===== src/rtl/dtsb_pkg.sv =====
// Package for double_to_sortable_bytes: field widths, encoding constants, kind enum and stage structs.
// No dependencies.
package dtsb_pkg;
    localparam int unsigned BitsW = 64;
    localparam logic [10:0] ExpAllOnes = 11'h7ff;
    localparam logic [7:0] LeadZero = 8'h80;
    localparam logic [7:0] LeadPos = 8'he0;
    localparam logic [7:0] EnegFlip = 8'h60;
    localparam logic [7:0] ShortFlag = 8'h20;
    localparam logic [7:0] ShortMask = 8'h1c;
    localparam logic [7:0] LongMask = 8'h1f;
    localparam logic [7:0] LowMask = 8'hfc;
    localparam int unsigned SubBias = 1073;
    localparam int unsigned NormBias = 1022;

    typedef enum logic [1:0] {
        K_NEGINF = 2'd0,
        K_POSINF = 2'd1,
        K_ZERO   = 2'd2,
        K_FINITE = 2'd3
    } t_kind;

    // stage 1 -> stage 2
    typedef struct packed {
        t_kind       kind;
        logic        neg;
        logic [52:0] sig;
        logic [11:0] e;      // signed exponent e (frexp)
    } t_norm;

    // stage 2 -> stage 3
    typedef struct packed {
        t_kind       kind;
        logic        neg;
        logic        longf;
        logic [7:0]  b0;
        logic [7:0]  nx;
        logic [25:0] w1;
        logic [31:0] w2;
    } t_enc;
endpackage


===== src/rtl/dtsb_norm.sv =====
// Stage 1: classify the binary64 pattern and normalize subnormals.
// Depends on dtsb_pkg.
module dtsb_norm import dtsb_pkg::*; (
    input  logic [BitsW-1:0] i_bits,
    output t_norm            o_norm
);
    logic        neg;
    logic [10:0] bexp;
    logic [51:0] frac;
    logic [5:0]  p;

    always_comb begin
        neg  = i_bits[63];
        bexp = i_bits[62:52];
        frac = i_bits[51:0];
        p    = 6'd0;
        for (int k = 0; k < 52; k++) begin
            if (frac[k]) p = 6'(k);
        end
        o_norm.neg = neg;
        if (bexp == ExpAllOnes) begin
            o_norm.kind = (frac == 52'd0 && neg) ? K_NEGINF : K_POSINF;
        end else if (bexp == 11'd0 && frac == 52'd0) begin
            o_norm.kind = K_ZERO;
        end else begin
            o_norm.kind = K_FINITE;
        end
        if (bexp == 11'd0) begin
            o_norm.sig = 53'({1'b0, frac} << (6'd52 - p));
            o_norm.e   = 12'({6'd0, p}) - 12'(SubBias);
        end else begin
            o_norm.sig = {1'b1, frac};
            o_norm.e   = 12'({1'b0, bexp}) - 12'(NormBias);
        end
    end
endmodule


===== src/rtl/dtsb_enc.sv =====
// Stage 2: exponent header bytes and mantissa words (negated for negatives).
// Depends on dtsb_pkg.
module dtsb_enc import dtsb_pkg::*; (
    input  t_norm i_norm,
    output t_enc  o_enc
);
    logic [11:0] x, ax;
    logic        eneg, flip;
    logic [7:0]  nx;
    logic [31:0] a1, a2;

    always_comb begin
        x    = i_norm.e - 12'd8;
        eneg = x[11];
        ax   = eneg ? (12'd0 - x) : x;
        flip = i_norm.neg ^ eneg;
        nx   = i_norm.neg ? 8'h00 : LeadPos;
        if (eneg) nx = nx ^ EnegFlip;
        o_enc.kind = i_norm.kind;
        o_enc.neg  = i_norm.neg;
        o_enc.b0   = 8'h00;
        if (ax < 12'd8) begin
            o_enc.longf = 1'b0;
            nx = (nx ^ ShortFlag) | {3'd0, ax[2:0], 2'd0};
            if (flip) nx = nx ^ ShortMask;
        end else begin
            o_enc.longf = 1'b1;
            o_enc.b0 = nx | {3'd0, ax[10:6]};
            if (flip) o_enc.b0 = o_enc.b0 ^ LongMask;
            nx = {ax[5:0], 2'd0};
            if (flip) nx = nx ^ LowMask;
        end
        o_enc.nx = nx;
        if (i_norm.neg) begin
            a1 = 32'(i_norm.sig[52:27]);
            a2 = {i_norm.sig[26:0], 5'd0};
            a1 = 32'd0 - a1 + ((a2 != 32'd0) ? 32'd1 : 32'd0);
            a2 = 32'd0 - a2;
        end else begin
            a1 = 32'(i_norm.sig[52:26]);
            a2 = {i_norm.sig[25:0], 6'd0};
        end
        o_enc.w1 = a1[25:0];
        o_enc.w2 = a2;
    end
endmodule


===== src/rtl/dtsb_pack.sv =====
// Stage 3: assemble the byte string and drop trailing zero bytes.
// Depends on dtsb_pkg.
module dtsb_pack import dtsb_pkg::*; (
    input  t_enc        i_enc,
    output logic [3:0]  o_count,
    output logic [7:0]  o_lead,
    output logic [63:0] o_tail
);
    logic [71:0] s;
    logic [3:0]  len;

    always_comb begin
        s   = 72'd0;
        len = 4'd0;
        case (i_enc.kind)
            K_NEGINF: len = 4'd0;
            K_POSINF: begin
                s   = '1;
                len = 4'd9;
            end
            K_ZERO: begin
                s   = {LeadZero, 64'd0};
                len = 4'd1;
            end
            K_FINITE: begin
                if (i_enc.longf) begin
                    s = {i_enc.b0, i_enc.nx | {6'd0, i_enc.w1[25:24]},
                         i_enc.w1[23:0], i_enc.w2};
                end else begin
                    s = {i_enc.nx | {6'd0, i_enc.w1[25:24]},
                         i_enc.w1[23:0], i_enc.w2, 8'd0};
                end
                for (int k = 0; k < 9; k++) begin
                    if (s[8*k +: 8] != 8'd0 && len == 4'd0) len = 4'(9 - k);
                end
            end
            default: len = 4'd0;
        endcase
        o_count = len;
        o_lead  = s[71:64];
        o_tail  = s[63:0];
    end
endmodule


===== src/rtl/double_to_sortable_bytes.sv =====
// Top level: three-stage pipeline turning a binary64 pattern into an order-preserving
// byte string. Depends on dtsb_pkg, dtsb_norm, dtsb_enc, dtsb_pack.
//
//  channel | direction | handshake          | payload
//  input   | in        | i_valid / o_stall  | i_value_bits[63:0]
//  output  | out       | o_valid / i_stall  | o_byte_count, o_lead_byte, o_tail_bytes
//
// One transaction per cycle sustained while the output is not stalled; the stages are
// classify and normalize, header and mantissa negation, byte packing and trimming.
// Synchronous active-low reset clears the stage valid bits only.
// A stall on the output holds every full stage with only full stages below it; an empty
// stage still fills, so bubbles collapse. o_stall is combinational from i_stall.
module double_to_sortable_bytes import dtsb_pkg::*; (
    input  logic             i_clk,
    input  logic             i_rst_n,
    input  logic             i_valid,
    output logic             o_stall,
    input  logic [BitsW-1:0] i_value_bits,
    output logic             o_valid,
    input  logic             i_stall,
    output logic [3:0]       o_byte_count,
    output logic [7:0]       o_lead_byte,
    output logic [63:0]      o_tail_bytes
);
    logic [BitsW-1:0] r_bits;
    t_norm            r_norm, n_norm;
    t_enc             r_enc, n_enc;
    logic [3:0]       n_count;
    logic [7:0]       n_lead;
    logic [63:0]      n_tail;
    logic             r_v0, r_v1, r_v2;
    logic             adv2, adv1, adv0;

    // per-stage advance: move when downstream frees or is empty
    assign adv2 = !r_v2 || !i_stall;
    assign adv1 = !r_v1 || adv2;
    assign adv0 = !r_v0 || adv1;
    assign o_stall = !adv0;

    dtsb_norm u_norm (.i_bits(r_bits), .o_norm(n_norm));
    dtsb_enc  u_enc  (.i_norm(r_norm), .o_enc(n_enc));
    dtsb_pack u_pack (.i_enc(r_enc), .o_count(n_count), .o_lead(n_lead), .o_tail(n_tail));

    always_ff @(posedge i_clk) begin
        if (!i_rst_n) begin
            r_v0    <= 1'b0;
            r_v1    <= 1'b0;
            r_v2    <= 1'b0;
        end else begin
            if (adv0) r_v0 <= i_valid;
            if (adv1) r_v1 <= r_v0;
            if (adv2) r_v2 <= r_v1;
        end
        if (adv0) r_bits <= i_value_bits;
        if (adv1) r_norm <= n_norm;
        if (adv2) r_enc  <= n_enc;
    end

    // output register lives in stage 3 as r_enc; packing is the last logic level
    assign o_valid      = r_v2;
    assign o_byte_count = n_count;
    assign o_lead_byte  = n_lead;
    assign o_tail_bytes = n_tail;

    a_hold: assert property (@(posedge i_clk) disable iff (!i_rst_n)
        o_valid && i_stall |=> o_valid && $stable(o_tail_bytes))
        else $error("stalled result changed");
    a_cnt: assert property (@(posedge i_clk) disable iff (!i_rst_n)
        o_valid |-> o_byte_count <= 4'd9)
        else $error("byte count out of range");
    a_lead: assert property (@(posedge i_clk) disable iff (!i_rst_n)
        o_valid && o_byte_count == 4'd0 |-> o_lead_byte == 8'd0 && o_tail_bytes == 64'd0)
        else $error("empty string not zero");
    a_fill: assert property (@(posedge i_clk) disable iff (!i_rst_n)
        !r_v2 |-> !o_stall)
        else $error("stall with empty output stage");
endmodule


===== config.mk =====
export PLATFORM = sky130hd
export DESIGN_NAME = double_to_sortable_bytes
export DESIGN_NICKNAME = d
export VERILOG_FILES = /design/src/rtl/dtsb_pkg.sv /design/src/rtl/dtsb_norm.sv /design/src/rtl/dtsb_enc.sv /design/src/rtl/dtsb_pack.sv /design/src/rtl/double_to_sortable_bytes.sv
export SDC_FILE = /design/constraint.sdc
export NUM_CORES = 1
export LEC_CHECK = 0
export BUFFER_PORTS_ARGS = -buffer_cell sky130_fd_sc_hd__buf_2
export CORE_MARGIN = 10
export CORE_UTILIZATION = 35
export CTS_CLUSTER_DIAMETER = 150
export DETAILED_ROUTE_END_ITERATION = 6
export MAX_ROUTING_LAYER = met4
export SKIP_CTS_REPAIR_TIMING = 1
export SLEW_MARGIN = 20
export SYNTH_ARGS = -nofsm -noshare
export SYNTH_HDL_FRONTEND = slang
export SYNTH_HIERARCHICAL = 1
export SYNTH_SLANG_ARGS = --single-unit

===== constraint.sdc =====
create_clock -name i_clk -period 9.2 [get_ports i_clk]
set_input_delay 0.46 -clock i_clk [delete_from_list [all_inputs] [get_ports i_clk]]
set_output_delay 0.46 -clock i_clk [all_outputs]
set_load 0.01 [all_outputs]

==> results.md, run 1 <==
* Chip Height at 233 µm
* Final Max Slew Viols at 0
* Setup TNS at 0 ps
* Ant. Diodes at 0
* Std-Cell Core Area at 44,400 µm²
* CP Capture Type: register
* Final setup viols at 0
* H-Tree Level Count at 1
* TritonCTS clock tree: built
* R2r startpoint: r_bits[23]
* Final ANT Viol Nets at 0
* Highest clock rate at 0.174 GHz
* Tcrit/Tclk final at 0.623
* Power Density at 161 nW/µm²
* Number of global-route vias before repair at 12,500
* Worst path top cell family by delay: simple AND/OR/NAND/NOR gates
* Num ports at 146
* First-pass GRT wire length at 78,500 µm
* Max-slew headroom at 0.251
* FF-to-FF setup slack at 3460 ps
* CP Data Arrival Time at 6100 ps
* CTS max path bufs at 3
* RSZ-0062 raised after global routing: false
* CTS Root Cell: clkbuf_16
* Top Metal Used: met4
* Crit-path slowest cell: nor3_4
* Clock skew at 19.9 ps
* Worst-path maximum fanout at 22
* WP data required at 9570 ps
* RD Place Congestion at 0.968
* Fin crit period at 5740 ps
* Total global routing overflow at 0
* Clk sink count at 212
* Crit path largest cell delay at 860 ps
* Hold path start: i_value_bits[27]
* DP HPWL at 38,100 µm
* Ys Warns at 6
* Pre-antenna DRT Iters at 5
* Number of nets in the layout at 1,662
* Post-Syn Area per Cell at 10.4 µm²
* Cell Chain, Critical Path: nor4_1 > nand2_1 > a31oi_1 > nor3_1 > or2_0 > nor3_1 > ha_1 > inv_1 > a21boi_0 > xor2_1 > buf_4 > nor3_4 > nand2_1 > o22ai_1 > a2111o_1
* Worst Hold Class: primary input to register
* DRT iter0 DRCs at 1,333
* Total power draw at 2850 µW
* # port buffers at 145
* Status: complete, no violations
* Most frequent cells in the layout: edfxtp_1, mux2i_1, buf_2
* Worst vdd ir at 0.000132 V
* DRC at 0
* Most common cell after layout, fill and taps aside: edfxtp_1
* Leakage at 0.00686 µW
* Area growth, synth to finish at 12.3%
* Met1 Wirelength at 23,600 µm
* Die Span X at 233 µm
* CP Class: register to register
* Routed wire length at 51,900 µm
* Clock latency on the worst-skew pair at 540 ps
* Overall Global Routing Usage at 0.190
* Hold Crit Depth at 1
* Largest net degree at the start of global routing at 103
* Post-Synthesis Cells at 1,521
* Least-Margin Pin Slew at 1120 ps
* Die area at 54,100 µm²
* Layout cells sized above 1 at 0.202
* CP Launch Type: register
* Min-Delay Endpoint: r_bits[27]
* Vias at 12,900
* Wire length on met3 at 3780 µm
* Cell Area, Synth at 15,800 µm²
* Max-Cap Viols at 0
* Worst reg2reg path endpoint: r_norm[47]
* DR WL met2 at 22,500 µm
* Buffers and inverters on the worst path at 2
* Fin. Hold Viols at 0
* Layout fillers at 4,311
* Initial antenna violation count at 0
* DR vias/cell at 5.90
* Starting Density at 0.356
* Row count at 77
* Num CTS Buffers at 24
* Avg WL per Cell at 23.7 µm
* Path depth of the worst reg2reg path at 15
* Worst-path clk slew at 60 ps
==> worst max path at each step <==
stage,from,endpoint,slack (ps),depth (start not counted)
floorplan,r_bits[37],r_norm[39],3140,19
global placement,r_bits[23],r_norm[54],3500,14
detailed placement,r_bits[23],r_norm[54],3540,14
CTS,r_bits[23],r_norm[54],3520,14
global route,r_bits[23],r_norm[47],3110,15
finish,r_bits[23],r_norm[47],3460,15
==> registers in the layout, indices dropped and copies added, names as in the netlist <==
register / count
r_v1: 1
r_enc: 77
o_valid: 1
r_bits: 64
r_v0: 1
r_norm: 68
==> worst reg2reg max path, stage by stage (launching register included) <==
cell and delay [ps]:
edfxtp_1 580, nor4_1 610, nand2_1 110, a31oi_1 340, nor3_1 140, or2_0 400, nor3_1 280, ha_1 380
inv_1 150, a21boi_0 440, xor2_1 120, buf_4 250, nor3_4 860, nand2_1 430, o22ai_1 290, a2111o_1 200
==> layout make-up <==
cell class	count	area (µm²)	area share
Tap cell	592	741	0.0417
Clock inverter	16	199	0.0112
Sequential cell	212	6340	0.357
Clock buffer	28	637	0.0359
Multi-Input combinational cell	1149	8820	0.497
Timing Repair Buffer	170	913	0.0514
Inverter	29	109	0.00613
==> per-stage QoR <==
stage,worst slack [ps],util,hold slack [ps],instances,area (µm²)
after floorplan,3140,-,435,1527,15800
after global placement,3500,0.381,425,2152,16900
after detailed placement,3540,0.381,422,2152,16900
after CTS,3520,0.400,70.7,2196,17700
after global routing,3110,0.400,84.3,2196,17800
final,3460,0.400,97.9,2196,17800
==> per-layer routing <==
metal	GRT usage	vias up
met5	-	-
met4	0.0708	0
met3	0.0252	112
met2	0.276	565
met1	0.264	6215
li1	-	6057
==> report_power, final <==
group          internal (µW)  switching, µW  leakage [µW]
sequential              1140            103       0.00221
combinational            254            343       0.00425
clock                    611            399      0.000398
total                   2010            844       0.00686
Power figures use the tool's default switching activity.
==> inputs of run 2 (changes only) <==
==> constraint.sdc (replaced) <==
create_clock -name i_clk -period 5.3 [get_ports i_clk]
set_input_delay 0.265 -clock i_clk [delete_from_list [all_inputs] [get_ports i_clk]]
set_output_delay 0.265 -clock i_clk [all_outputs]
set_load 0.01 [all_outputs]
==> results.md, run 2 (synthesis results as in run 1) <==
* Clk sink count at 212 (unchanged)
* Biggest register: r_enc
* Most common cell after layout, fill and taps aside: edfxtp_1
* RD Place Congestion at 0.913 (-5.7%)
* Clock latency on the worst-skew pair at 550 ps (about the same)
* WP data required at 5680 ps (-3890 ps)
* Setup TNS at 0 ps (unchanged)
* Layout cells sized above 1 at 0.217 (+0.0154)
* Worst-path maximum fanout at 17 (-23%)
* CP Capture Type: register
* Cell Chain, Critical Path: nor4_1 > nand2_1 > a211o_1 > nor3_1 > or2_0 > nor3_1 > ha_1 > xnor2_4 > buf_4 > mux2i_1 > mux4_2 > mux2i_1 > a221oi_1 > nor2_1
* Area growth, synth to finish at 19.4%
* Vias at 13,500 (+4.5%)
* Worst path top cell family by delay: simple AND/OR/NAND/NOR gates
* # port buffers at 145 (unchanged)
* Avg WL per Cell at 23.3 µm (-1.5%)
* H-Tree Level Count at 1 (unchanged)
* Layout fillers at 4,201 (-2.6%)
* Most frequent cells in the layout: edfxtp_1, mux2i_1, buf_2
* R2r startpoint: r_bits[33]
* Hold path start: i_stall
* CP Class: register to register
* Hold slack at 85.9 ps (-12.0 ps)
* DP HPWL at 39,900 µm (+4.8%)
* DR vias/cell at 5.84 (-1.0%)
* Least-Margin Pin Slew at 1020 ps (-104 ps)
* Starting Density at 0.356 (unchanged)
* Worst vdd ir at 0.000255 V (+93%)
* Setup crit start: r_bits[33]
* Total global routing overflow at 0 (unchanged)
* Worst-path clk slew at 60 ps (about the same)
* Buffers and inverters on the worst path at 1 (-1)
* RSZ-0062 raised after global routing: false
* CP Data Arrival Time at 5330 ps (-770 ps)
* Num ports at 146 (unchanged)
* Fin. Hold Viols at 0 (unchanged)
* Chip Height at 233 µm (unchanged)
* Num CTS Buffers at 25 (+4.2%)
* Max-Cap Viols at 0 (unchanged)
* Number of global-route vias before repair at 12,600 (+0.82%)
* Tcrit/Tclk final at 0.934 (+0.311)
* Worst Hold Class: primary input to register
* CTS max path bufs at 3 (unchanged)
* Std-Cell Core Area at 44,400 µm² (unchanged)
* Number of nets in the layout at 1,784 (+7.3%)
* Die Span X at 233 µm (unchanged)
* First-pass GRT wire length at 79,900 µm (+1.7%)
* Regs by FF count: r_enc (77), r_norm (68), r_bits (64)
* Crit-path slowest cell: mux4_2
* Leakage at 0.00742 µW (+8.2%)
* TritonCTS clock tree: built
* Highest clock rate at 0.202 GHz (+16%)
* Power Density at 266 nW/µm² (+65%)
* Status: complete, no violations
* Max FFs per register at 77 (unchanged)
* Multi-input logic area at 8800 µm² (-0.26%)
* Max-slew headroom at 0.322 (+0.0715)
* Final setup viols at 0 (unchanged)
* Crit path largest cell delay at 610 ps (-250 ps)
* CP Launch Type: register
* Largest net degree at the start of global routing at 103 (unchanged)
* Clock skew at 14.8 ps (-5.07 ps)
* Storage cell area at 6340 µm² (unchanged)
* Fin crit period at 4950 ps (-784 ps)
* Initial antenna violation count at 0 (unchanged)
* Final ANT Viol Nets at 0 (unchanged)
* DRT iter0 DRCs at 1,172 (-12%)
* CTS Root Cell: clkbuf_16
* Pre-antenna DRT Iters at 6 (+1)
* Routed wire length at 54,000 µm (+3.9%)
* DRC at 0 (unchanged)
* Overall Global Routing Usage at 0.194 (+0.00423)
* Row count at 77 (unchanged)
* Final Max Slew Viols at 0 (unchanged)
* Die area at 54,100 µm² (unchanged)
## run 2: layout make-up
type	count	area share
Clock inverter	15	0.00961
Tap cell	592	0.0392
Sequential cell	212	0.336
Multi-Input combinational cell	1149	0.466
Timing Repair Buffer	291	0.110
Clock buffer	29	0.0339
Inverter	29	0.00576
Antenna cell	1	0.000133
## run 2: through the flow
stage | total power (µW) | instances | util | cell area [µm²] | setup WS (ps)
5_1_grt | 5240 | 2317 | 0.425 | 18900 | 237
4_1_cts | 5030 | 2248 | 0.410 | 18200 | 158
6_report | 5020 | 2318 | 0.425 | 18900 | 348
3_3_place_gp | 3270 | 2204 | 0.391 | 17400 | 147
3_5_place_dp | 3270 | 2204 | 0.391 | 17400 | 180
2_1_floorplan | 2840 | 1527 | - | 15900 | 85.6
## run 2: metal layers
| metal | up-vias | part of all wire | GRT usage |
|---|---|---|---|
| li1 | 6297 | - | - |
| met1 | 6573 | 0.45 | 0.261 |
| met2 | 557 | 0.45 | 0.291 |
| met3 | 105 | 0.063 | 0.0310 |
| met4 | 0 | 0.040 | 0.0698 |
| met5 | - | 0 | - |
## run 2: power by group
| group | internal (µW) | switching (µW) |
|---|---|---|
| registers | 1980 | 172 |
| logic | 516 | 618 |
| clock network | 1020 | 710 |
| total | 3520 | 1500 |
## run 2: worst paths after layout
kind	to	slack [ps]	cells after the start
hold / removal	o_valid	90	3
hold reg to reg	r_v1	470	2
setup reg to reg	r_norm[28]	350	14
setup / recovery	r_norm[28]	350	14
## run 2: worst min-delay path, stage by stage
cell and delay (ps):
buf_2 160, a21oi_1 80, nor2b_1 90
